<file path="src/lzsw_pkg.sv">
// Package for the small-window LZ77 decoder.
// Window and match limits, field widths and the history port struct.
// No dependencies.
package lzsw_pkg;

	localparam int WINDOW_SIZE = 4;
	localparam int MAX_MATCH   = 15;
	localparam int PTR_W       = (WINDOW_SIZE > 1) ? $clog2(WINDOW_SIZE) : 1;

	localparam int DIST_W = 3;
	localparam int LEN_W  = 4;
	localparam int BYTE_W = 8;

	localparam int IN_W  = DIST_W + LEN_W + BYTE_W;
	localparam int IN_TW = ((IN_W + 7) / 8) * 8;

	// ring index arithmetic below wraps on PTR_W bits, so WINDOW_SIZE is a power of two
	typedef logic [PTR_W-1:0] ptr_t;

	typedef struct packed {
		logic              we;
		ptr_t              wr_ptr;
		logic [BYTE_W-1:0] wr_byte;
		ptr_t              rd_ptr;
	} hist_req_t;

endpackage

</file>
<file path="src/lzsw_history.sv">
// History ring of the small-window LZ77 decoder.
// One write port, one combinational read port; cleared to zeros at reset.
// Depends on lzsw_pkg.
module lzsw_history (
	input  logic                      clk,
	input  logic                      arst_n,
	input  lzsw_pkg::hist_req_t       req,
	output logic [lzsw_pkg::BYTE_W-1:0] rd_byte
);
	import lzsw_pkg::*;

	logic [BYTE_W-1:0] ring_q [WINDOW_SIZE];

	always_ff @(posedge clk or negedge arst_n) begin
		if (!arst_n) begin
			for (int i = 0; i < WINDOW_SIZE; i++) begin
				ring_q[i] <= '0;
			end
		end else if (req.we) begin
			ring_q[req.wr_ptr] <= req.wr_byte;
		end
	end

	assign rd_byte = ring_q[req.rd_ptr];

endmodule

</file>
<file path="src/lzsw_seq.sv">
// Sequencer of the small-window LZ77 decoder.
// Latches a triple, then emits one byte per cycle into a holding register while the output is not stalled.
// Depends on lzsw_pkg.
module lzsw_seq (
	input  logic                        clk,
	input  logic                        arst_n,
	input  logic                        in_valid,
	output logic                        in_ready,
	input  logic [lzsw_pkg::DIST_W-1:0] in_dist,
	input  logic [lzsw_pkg::LEN_W-1:0]  in_len,
	input  logic [lzsw_pkg::BYTE_W-1:0] in_lit,
	output logic                        out_valid,
	input  logic                        out_ready,
	output logic [lzsw_pkg::BYTE_W-1:0] out_byte,
	output logic                        out_last,
	output lzsw_pkg::hist_req_t         hist_req,
	input  logic [lzsw_pkg::BYTE_W-1:0] hist_byte
);
	import lzsw_pkg::*;

	typedef enum logic {IDLE, RUN} state_t;

	state_t            state_q;
	logic [DIST_W-1:0] dist_q;
	logic [LEN_W-1:0]  len_q;
	logic [LEN_W-1:0]  cnt_q;
	logic [BYTE_W-1:0] lit_q;
	ptr_t              wp_q;
	logic              out_valid_q;
	logic [BYTE_W-1:0] out_byte_q;
	logic              out_last_q;

	logic              accept;
	logic              fire;
	logic              copy;
	logic [DIST_W-1:0] dist_sat;
	logic [LEN_W-1:0]  len_sat;
	logic [BYTE_W-1:0] emit_byte;

	assign in_ready = (state_q == IDLE);
	assign accept   = in_valid && in_ready;
	assign fire     = (state_q == RUN) && (!out_valid_q || out_ready);
	assign copy     = (cnt_q != len_q);

	always_comb begin
		dist_sat = in_dist;
		if (32'(in_dist) > WINDOW_SIZE) begin
			dist_sat = DIST_W'(WINDOW_SIZE);
		end
		len_sat = in_len;
		if (32'(in_len) > MAX_MATCH) begin
			len_sat = LEN_W'(MAX_MATCH);
		end
		if (in_dist == '0) begin
			len_sat = '0;
		end
	end

	assign emit_byte        = copy ? hist_byte : lit_q;
	assign hist_req.we      = fire;
	assign hist_req.wr_ptr  = wp_q;
	assign hist_req.wr_byte = emit_byte;
	assign hist_req.rd_ptr  = wp_q - ptr_t'(dist_q);

	always_ff @(posedge clk or negedge arst_n) begin
		if (!arst_n) begin
			state_q     <= IDLE;
			cnt_q       <= '0;
			wp_q        <= '0;
			out_valid_q <= 1'b0;
			out_last_q  <= 1'b0;
		end else begin
			unique case (state_q)
				IDLE: begin
					if (accept) begin
						state_q <= RUN;
						cnt_q   <= '0;
					end
				end
				RUN: begin
					if (fire) begin
						wp_q <= wp_q + ptr_t'(1);
						if (copy) begin
							cnt_q <= cnt_q + LEN_W'(1);
						end else begin
							state_q <= IDLE;
						end
					end
				end
				default: state_q <= IDLE;
			endcase
			if (fire) begin
				out_valid_q <= 1'b1;
				out_last_q  <= !copy;
			end else if (out_ready) begin
				out_valid_q <= 1'b0;
			end
		end
	end

	always_ff @(posedge clk) begin
		if (accept) begin
			dist_q <= dist_sat;
			len_q  <= len_sat;
			lit_q  <= in_lit;
		end
		if (fire) begin
			out_byte_q <= emit_byte;
		end
	end

	assign out_valid = out_valid_q;
	assign out_byte  = out_byte_q;
	assign out_last  = out_last_q;

endmodule

</file>
<file path="src/lz77_small_window_decoder.sv">
// Top level of the small-window LZ77 decoder.
// Instantiates lzsw_seq and lzsw_history; depends on lzsw_pkg.
//
// Input stream s_axis: one transaction per triple. tdata fields from bit 0:
// back_distance [2:0], match_length [6:3], literal_byte [14:7], bit 15 zero.
// Output stream m_axis: one transaction per reconstructed byte, tdata[7:0];
// tlast marks the literal that ends a triple.
// A triple gives min(match_length, 15) + 1 bytes, or just the literal when
// back_distance is zero. Distances above 4 are taken as 4. Copies may overlap
// the bytes they produce.
// An accepted triple moves the sequencer to RUN; its first byte is then registered at the output.
// Throughput: one byte per cycle through the sequencer and the four-byte
// history ring while m_axis does not stall; each triple is accepted, then its
// bytes follow one by one. s_axis_tready stays low until its last byte is
// in the output register; the next triple can be accepted while that byte
// still waits.
// Reset clears the history ring to zeros, the write pointer and the output
// valid and last flags. A stall on m_axis_tready holds the output register and pauses the
// sequencer; no byte is lost or repeated.
module lz77_small_window_decoder (
	input  logic                       clk,
	input  logic                       arst_n,
	input  logic                       s_axis_tvalid,
	output logic                       s_axis_tready,
	input  logic [lzsw_pkg::IN_TW-1:0] s_axis_tdata,   // back_distance, match_length, literal_byte
	output logic                       m_axis_tvalid,
	input  logic                       m_axis_tready,
	output logic [7:0]                 m_axis_tdata,   // out_byte
	output logic                       m_axis_tlast
);
	import lzsw_pkg::*;

	hist_req_t         hist_req;
	logic [BYTE_W-1:0] hist_byte;

	lzsw_seq u_seq (
		.clk       (clk),
		.arst_n    (arst_n),
		.in_valid  (s_axis_tvalid),
		.in_ready  (s_axis_tready),
		.in_dist   (s_axis_tdata[DIST_W-1:0]),
		.in_len    (s_axis_tdata[DIST_W+LEN_W-1:DIST_W]),
		.in_lit    (s_axis_tdata[IN_W-1:DIST_W+LEN_W]),
		.out_valid (m_axis_tvalid),
		.out_ready (m_axis_tready),
		.out_byte  (m_axis_tdata),
		.out_last  (m_axis_tlast),
		.hist_req  (hist_req),
		.hist_byte (hist_byte)
	);

	lzsw_history u_hist (
		.clk     (clk),
		.arst_n  (arst_n),
		.req     (hist_req),
		.rd_byte (hist_byte)
	);

endmodule

</file>
<file path="config.mk">
export PLATFORM = sky130hd
export DESIGN_NAME = lz77_small_window_decoder
export DESIGN_NICKNAME = d
export VERILOG_FILES = /design/src/lzsw_pkg.sv /design/src/lzsw_history.sv /design/src/lzsw_seq.sv /design/src/lz77_small_window_decoder.sv
export SDC_FILE = /design/constraint.sdc
export NUM_CORES = 1
export LEC_CHECK = 0
export BUFFER_PORTS_ARGS = -buffer_cell sky130_fd_sc_hd__buf_2
export CORE_AREA = 2 2 79 81
export CTS_CLUSTER_DIAMETER = 50
export DETAILED_ROUTE_END_ITERATION = 10
export DIE_AREA = 0 0 81 83
export HOLD_SLACK_MARGIN = 0.02
export PLACE_DENSITY_LB_ADDON = 0.2
export SYNTH_ARGS = -nofsm -noshare
export SYNTH_HDL_FRONTEND = slang
export SYNTH_SLANG_ARGS = --single-unit
</file>
<file path="constraint.sdc">
create_clock -name clk -period 2.7 [get_ports clk]
set_clock_uncertainty 0.05 [all_clocks]
set_input_delay 0.675 -clock clk [delete_from_list [all_inputs] [get_ports clk]]
set_output_delay 0.675 -clock clk [all_outputs]
set_load 0.01 [all_outputs]
</file>
After elaboration in Yosys (flattened, before gate mapping)
Index checks and enable logic that the tools add are counted.

Reduce and logical (&&, ||, !) cells: 10. Bitwise logic cells: 3. Eq/ne operators: 4. $lt $le $gt $ge: 4. Multiplexer cells: 17. $add $sub $neg: 3.

Operators by type and width (count): $bwmux 32 (1); $mux 8 (4); $bmux 8 s2 (1); $demux 8 s2 (1); $mux 4 (3); $pmux 4 s2 (1); $ge 3x3->1 const B (2); $ne 2x2->1 const B (3); $not 2->3 (2); $mux 1 (5); $add 4x1->4 const B (1); $ne 4x4->1 (1); $gt 3x3->1 const B (1); $logic_and 1x1->1 (3); $logic_not 3->1 (1); $lt 3x1->1 const B (1); $reduce_and 3->1 (1); $add 2x1->2 const B (1); $logic_not 1->1 (2); $pmux 1 s2 (1); $reduce_and 2->1 (1); $reduce_bool 2->1 (1); $sub 2x2->2 (1); $logic_or 1x1->1 (1); $not 1->1 (1).

Register bits after elaboration: 63. Output and inout bits: 11. Logic and storage cells: 54. Bits of input ports: 20.

Logic depth before layout (Yosys ltp)
Gate-level depths: netlist (run 1).

Word-level depth: 7. Gate-level depth with buffers: 7. Mapped depth without buffers: 6.

Hierarchy
From an unflattened synthesis (run 1), not the netlist that was laid out.

Cell total of the unflattened synthesis: 165. Area, all modules: 2701.3 um2.

By module, submodules not included: lzsw_history (times used 1, cells an instance 78, sequential area each 800.8 um2, area an instance 1401.3 um2); lzsw_seq (times used 1, cells an instance 87, sequential area each 885.8 um2, area an instance 1300.0 um2).

Worst setup path before layout (run 1)
OpenSTA, ideal clock, no wires.

Path kind: reg-to-reg. Start point: reg u_seq.wp_q[0]. End point: reg u_seq.out_byte_q[4], in the netlist u_seq.out_byte[4] (data pin). Period minus slack after synthesis: 2.119 ns. Stages on the path, launching flop included: 7. Path buffers: 1. Setup time: 0.261 ns. Setup slack: 0.581 ns. Arrival time: 1.808 ns. Data required time: 2.389 ns. Cell sequence: dfrtp_1 -> inv_1 -> ha_1 -> clkbuf_2 -> mux4_1 -> mux2i_4 -> inv_1.

RTL lines: from (decl) (RTL line lzsw_seq.sv:28) `ptr_t wp_q;`; from (signal assigned) (RTL line lzsw_seq.sv:82) `wp_q <= wp_q + ptr_t'(1);`; to (signal assigned) (RTL line lzsw_seq.sv:108) `out_byte_q <= emit_byte;`; to (decl) (RTL line lzsw_seq.sv:30) `logic [BYTE_W-1:0] out_byte_q;`.

==> results.md, run 1 <==
- Status: finished clean
- Hold_ws: 211 ps
- Seq cells post-synth: 63
- Actual slew at the worst max-slew pin: 654 ps
- Vias per cell: 5.09
- Placeable Area: 5820 um^2
- Hold-fix buffers, CTS: 0
- Finish-stage setup viols: 0
- Seq pwr share: 38.3%
- Critical-path cell list: inv_1 -> ha_1 -> buf_4 -> mux4_1 -> mux2i_2 -> inv_1
- Initial core utilization: 48.7%
- First-pass GRT wire length: 8640 um
- Share of layout cells above drive strength 1: 27.8%
- Layout Nets: 280
- Critical path class: flip-flop to flip-flop
- Setup ws final: 331 ps
- PortBufs: 29
- Switch share: 33.5%
- Final Cycle Share: 87.7%
- Gpl congestion: 0.764
- Crit-path slowest cell: mux4_1
- Cell Area, Synth: 2830 um^2
- Total grt overflow: 0
- Post-Route WL: 5130 um
- Initial antenna violation count: 0
- Final Hold Vio Count: 0
- Min-Delay Path Class: input port to async pin
- Post-DP HPWL: 3420 um
- Largest net degree at the start of global routing: 26
- Setup TNS: 0 ps
- Die Y: 83 um
- Antenna diodes: 0
- Top-level port count: 31
- DP Area: 3090 um^2
- H-tree levels: 3
- Post-Place Cells: 318
- Int Power: 2.60 mW
- Clock sinks: 63
- Worst vdd ir: 526 uV
- Crit. End Element: flip-flop
- Worst EP required: 2730 ps
- Comb pwr share: 36.9%
- Sequential area share after synthesis: 59.6%
- Post-CTS Setup Bufs: 0
- DIE AREA: 6720 um^2
- Max-slew headroom: 56.4%
- Crit start category: flip-flop
- Final Slew Violations: 0
- Cell row count: 28
- Post-Syn Nets: 240
- Worst stage delay on the critical path: 580 ps
- Antenna-violating nets left: 0
- Util after Layout: 57.2%
- Drt pass-1 iters: 4
- Layout Cells excl Fill: 334
- Clock power frac: 24.8%
- Final Critical Period: 2370 ps
- Worst EP arrival: 2400 ps
- Wire per inst: 15.4 um
- Layout fillers: 498
- RSZ-0062 raised after global routing: false
- FFs w/ async S/R, synth: 65.1%
- CP max FO: 5
- Layout area overhead: 17.5%
- Post-synth cell types: 31
- Die width: 81 um
- Number of global-route vias before repair: 1785
- Cell Pwr Density: 1170 nW/um^2
- Synthesized area per cell: 13.2 um^2
- CP most frequent cell: inv_1
- Vias post-DR: 1700
- Worst-Skew Late Latency: 330 ps
- CTS root buffer: clkbuf_8
- Initial drt markers: 88
- Pwr Total: 3.90 mW
- Ys flop type: dfrtp_1
- Post-cts repair resize count: 0
- Post-route cell area: 3330 um^2
- GRT Resource Usage Total: 17.3%
- FMAX: 422 MHz
- Gate Count Post-Synth: 214
- CTS tree: built
- Sw Pwr: 1.31 mW
- Internal reg-to-reg setup slack: 330 ps
- CTS max path bufs: 2
- DRC: 0
- Setup WS pre-CTS: 359 ps
- Leakage: 1.32 nW
- Maxcap violations: 0
- Worst-path clk slew: 70 ps
- YS warnings: 0
- Post-synth EDFFs: 22
- CTS Buf Count: 9
==> final timing paths <==
path,startpoint,endpoint,cells past startpoint
worst min-delay path,arst_n,u_seq.cnt_q[2]$_DFFE_PN0P_,1
worst max register to register,u_seq.wp_q[0]$_DFFE_PN0P_,u_seq.out_byte[3]$_DFFE_PP_,6
min in group clk,u_seq.out_last$_DFFE_PN0P_,u_seq.out_last$_DFFE_PN0P_,1
worst min register to register,u_seq.out_last$_DFFE_PN0P_,u_seq.out_last$_DFFE_PN0P_,1
worst max-delay path,u_seq.wp_q[0]$_DFFE_PN0P_,u_seq.out_byte[3]$_DFFE_PP_,6
max in group asynchronous,arst_n,u_hist.ring_q[23]$_DFFE_PN0P_,2
==> per-layer routing <==
metal | vias to the layer above | GRT usage, % | routed length, um
li1 | 829 | - | -
met1 | 824 | 22.4 | 2280
met2 | 36 | 28.1 | 2550
met3 | 11 | 3.80 | 195
met4 | 0 | 6.93 | 98
met5 | - | 0 | 0
==> worst max-delay path, delay by kind of cell (launching register included) <==
kind	cells	cell delay, ps
buffers and inverters	3	380
adders and majority gates	1	430
muxes	2	880
DFF	1	380
==> layout by cell type (no fill, tap or decap), types with 2 or more instances in the layout <==
master / instances
nor2b_1: 7
nand3_1: 4
clkbuf_8: 9
dfrtp_1: 41
nor2_1: 35
bufinv_16: 3
ha_1: 6
o21ai_0: 2
buf_2: 29
nand2_1: 5
mux2i_4: 4
a21oi_2: 4
buf_4: 8
xnor2_1: 5
mux2i_1: 2
mux2i_2: 4
a21oi_1: 30
mux4_1: 8
nor3b_2: 4
clkinvlp_4: 2
inv_1: 12
a21o_1: 2
edfxtp_1: 22
==> cells in the mapped netlist (2+ instances only) <==
cell type / count / area (um^2)
a21o_1: 2 / 15.0
a21oi_1: 30 / 150
a21oi_2: 4 / 35.0
buf_2: 5 / 25.0
dfrtp_1: 41 / 1030
edfxtp_1: 22 / 661
ha_1: 6 / 75.1
inv_1: 12 / 45.0
mux2i_1: 2 / 20.0
mux2i_2: 4 / 55.1
mux2i_4: 4 / 90.1
mux4_1: 8 / 210
nand2_1: 5 / 18.8
nand3_1: 4 / 20.0
nor2_1: 35 / 131
nor2b_1: 7 / 43.8
nor3b_2: 4 / 50.1
o21ai_0: 2 / 10.0
xnor2_1: 5 / 43.8
==> logic make-up after synthesis <==
kind of cell | share of synthesized area, %
adders and majority gates | 2.65
xor gates and xnor gates | 2.39
and+or+nand+nor | 11.2
muxes | 13.3
AOI/OAI and AO/OA | 7.78
DFF | 59.6
buffers and inverters | 3.18
==> layout make-up <==
| cell class | count | area [um^2] | area share (%) |
|---|---|---|---|
| Timing Repair Buffer | 37 | 205 | 6.17 |
| Multi-Input combinational cell | 130 | 1050 | 31.7 |
| Clock buffer | 10 | 128 | 3.84 |
| Tap cell | 75 | 93.8 | 2.82 |
| Inverter | 13 | 48.8 | 1.47 |
| Sequential cell | 63 | 1690 | 50.7 |
| Clock inverter | 6 | 109 | 3.27 |
==> power groups by stage <==
stage | logic (mW) | clock network (mW) | registers [mW]
floorplan | 1.08 | 0 | 1.50
global placement | 1.43 | 0 | 1.50
detailed placement | 1.46 | 0 | 1.51
CTS | 1.46 | 0.991 | 1.49
global route | 1.62 | 1.02 | 1.52
finish | 1.44 | 0.969 | 1.49
==> flip-flops by register name, indices dropped and copies added, names as in the netlist <==
register and cells:
u_hist.ring_q 32, u_seq.lit_q 8, u_seq.len_q 4, u_seq.wp_q 2, u_seq.out_byte 8, u_seq.dist_q 2
u_seq.out_last 1, u_seq.out_valid 1, u_seq.cnt_q 4, u_seq.state_q 1
Note: power is estimated with default switching activity, not from simulation.
==> run 2, diff against run 1 <==
--- a/config.mk
+++ b/config.mk
@@ -6,12 +6,13 @@
 export NUM_CORES = 1
 export LEC_CHECK = 0
 export BUFFER_PORTS_ARGS = -buffer_cell sky130_fd_sc_hd__buf_2
-export CORE_AREA = 2 2 79 81
+export CORE_AREA = 10 10 87 89
 export CTS_CLUSTER_DIAMETER = 50
 export DETAILED_ROUTE_END_ITERATION = 10
-export DIE_AREA = 0 0 81 83
+export DIE_AREA = 0 0 97 99
 export HOLD_SLACK_MARGIN = 0.02
 export PLACE_DENSITY_LB_ADDON = 0.2
+export SLEW_MARGIN = 20
 export SYNTH_ARGS = -nofsm -noshare
 export SYNTH_HDL_FRONTEND = slang
 export SYNTH_SLANG_ARGS = --single-unit
==> run 2 against run 1 <==
Net effect: power is 6.2% lower; die area is 43% higher; register-to-register slack improved by 140 ps; sequential cell count unchanged; clock-buffer cell count rose by 2; fmax up 6.3%; global-route usage shrank 5.5 points; final area shrank 1.6%; non-clock buffer count is 1 higher; critical endpoint is now u_seq.out_byte[0]$_DFFE_PP_.
==> results.md, run 2 (same netlist as run 1, synthesis figures left out) <==
- Worst path top cell family by delay: multiplexers
- Cell row count: 28 (unchanged)
- Worst-path clk slew: 70 ps (about the same)
- CP max FO: 8 (+3)
- Final Hold Vio Count: 0 (unchanged)
- Wire length on met2: 2800 um (+9.9%)
- Final Slew Violations: 0 (unchanged)
- PortBufs: 29 (unchanged)
- Initial drt markers: 50 (-43%)
- Min-Delay Path Class: input port to async pin
- Status: finished clean
- Commonest cells after routing, fill and taps aside: 41 x dfrtp_1, 35 x nor2_1, 30 x a21oi_1, 29 x buf_2, 22 x edfxtp_1
- Wl on met1: 2260 um (-0.83%)
- Pwr Total: 3.66 mW (-6.2%)
- Worst-Skew Late Latency: 340 ps (about the same)
- Leakage: 1.30 nW (-1.4%)
- CTS Buf Count: 9 (unchanged)
- Critical path capture point: u_seq.out_byte[0]$_DFFE_PP_
- Internal reg-to-reg setup slack: 470 ps (+140 ps)
- Initial antenna violation count: 0 (unchanged)
- DR top layer: met4
- Finish-stage setup viols: 0 (unchanged)
- RSZ-0062 raised after global routing: false
- Initial core utilization: 48.4% (-0.29 points)
- Critical-path cell list: inv_1 -> ha_1 -> buf_4 -> mux4_1 -> mux2i_2 -> inv_1
- Cell Pwr Density: 1120 nW/um^2 (-4.7%)
- Crit. End Element: flip-flop
- Drt pass-1 iters: 4 (unchanged)
- CTS tree: built
- Max-slew headroom: 56.9% (+0.51 points)
- Maxcap violations: 0 (unchanged)
- Layout area overhead: 15.6%
- Share of layout cells above drive strength 1: 27.3% (-0.49 points)
- Gpl congestion: 0.721 (-5.6%)
- Post-CTS Setup Bufs: 0 (unchanged)
- CP Buf/Inv Count: 3 (unchanged)
- Actual slew at the worst max-slew pin: 646 ps (-7.58 ps)
- Die width: 97 um (+20%)
- Post-DP HPWL: 3590 um (+4.9%)
- Final Critical Period: 2230 ps (-140 ps)
- H-tree levels: 3 (unchanged)
- Util after Layout: 55.9% (-1.2 points)
- Total grt overflow: 0 (unchanged)
- Crit-path slowest cell: mux4_1
- Largest net degree at the start of global routing: 19 (-27%)
- Post-Route WL: 5350 um (+4.4%)
- Vias per cell: 5.11 (+0.35%)
- Worst stage delay on the critical path: 580 ps (about the same)
- Largest register by flop count: u_hist.ring_q
- CP most frequent cell: inv_1
- Worst EP required: 2730 ps (about the same)
- Setup TNS: 0 ps (unchanged)
- Cells on worst reg2reg path: 6 (unchanged)
- Max FFs per register: 32 (unchanged)
- Worst R2R Start: u_seq.wp_q[0]$_DFFE_PN0P_
- Post-Place Cells: 319 (+0.31%)
- WL met3: 170 um (-13%)
- Number of global-route vias before repair: 1804 (+1.1%)
- Wire per inst: 16.0 um (+4.1%)
- Worst vdd ir: 462 uV (-12%)
- Die Y: 99 um (+19%)
- Crit start category: flip-flop
- Clock sinks: 63 (unchanged)
- Final Cycle Share: 82.5% (-5.2 points)
- DRC: 0 (unchanged)
- Critical path class: flip-flop to flip-flop
- Placeable Area: 5850 um^2 (+0.60%)
- CTS root buffer: clkbuf_8
- Layout Cells excl Fill: 335 (+0.30%)
- Hold_ws: 226 ps (+15.7 ps)
- Worst EP arrival: 2260 ps (-140 ps)
- FMAX: 449 MHz (+6.3%)
- GRT Resource Usage Total: 11.8% (-5.5 points)
- Vias post-DR: 1711 (+0.65%)
- Antenna diodes: 0 (unchanged)
- RR Endpoint: u_seq.out_byte[0]$_DFFE_PP_
- First-pass GRT wire length: 8980 um (+4.0%)
- Top-level port count: 31 (unchanged)
- Hold-fix buffers, CTS: 0 (unchanged)
- Post-cts repair resize count: 0 (unchanged)
- DIE AREA: 9600 um^2 (+43%)
- Most common cell after layout, fill and taps aside: dfrtp_1
- Antenna-violating nets left: 0 (unchanged)
- Layout Nets: 281 (+0.36%)
- CP Depth: 6 (unchanged)
- CTS max path bufs: 2 (unchanged)
- Crit path from: u_seq.wp_q[0]$_DFFE_PN0P_
## run 2: cell count changes in the layout (fill, tap and decap cells not counted), sizes merged
cell      before  now
clkinvlp       2    1
clkinv         1    3
bufinv         3    0
clkbuf        10   12
buf           37   38
## run 2: worst min-delay path by stage
stage	endpoint	slack [ps]	from
floorplan	u_hist.ring_q[0]$_DFFE_PN0P_	330	arst_n
global placement	u_seq.out_last$_DFFE_PN0P_	410	u_seq.out_last$_DFFE_PN0P_
detailed placement	u_hist.ring_q[4]$_DFFE_PN0P_	450	u_hist.ring_q[4]$_DFFE_PN0P_
CTS	u_hist.ring_q[7]$_DFFE_PN0P_	230	arst_n
global route	u_hist.ring_q[15]$_DFFE_PN0P_	240	arst_n
finish	u_hist.ring_q[15]$_DFFE_PN0P_	230	arst_n
## run 2: worst register-to-register path, cell delays in order (launching register included)
cell and delay (ps):
dfrtp_1 380, inv_1 110, ha_1 290, buf_4 190, mux4_1 590, mux2i_2 290, inv_1 90
## run 2: final cells by class
cell class              count  area [um^2]
clock inverters             4         20.0
multi-input cells         130         1050
fillers                   483         2580
inverters                  13         48.8
flip-flops and latches     63         1690
well taps                  75         93.8
clock buffers              12          156
repair buffers             38          213
## run 2: through the flow
step	area [um^2]	worst slack, ps
2_1_floorplan	2830	581
3_3_place_gp	3100	476
3_5_place_dp	3100	453
4_1_cts	3270	456
5_1_grt	3270	353
6_report	3270	472
## run 2: power by group
group | internal [mW] | switching [mW]
Combinational | 0.658 | 0.782
Sequential | 1.33 | 0.161
Clock | 0.382 | 0.350
## run 2: layer usage
metal,GRT usage (%),up-vias
met2,20.2,23
met1,13.1,845
li1,-,833
met5,0,-
met4,6.81,0
met3,2.93,10
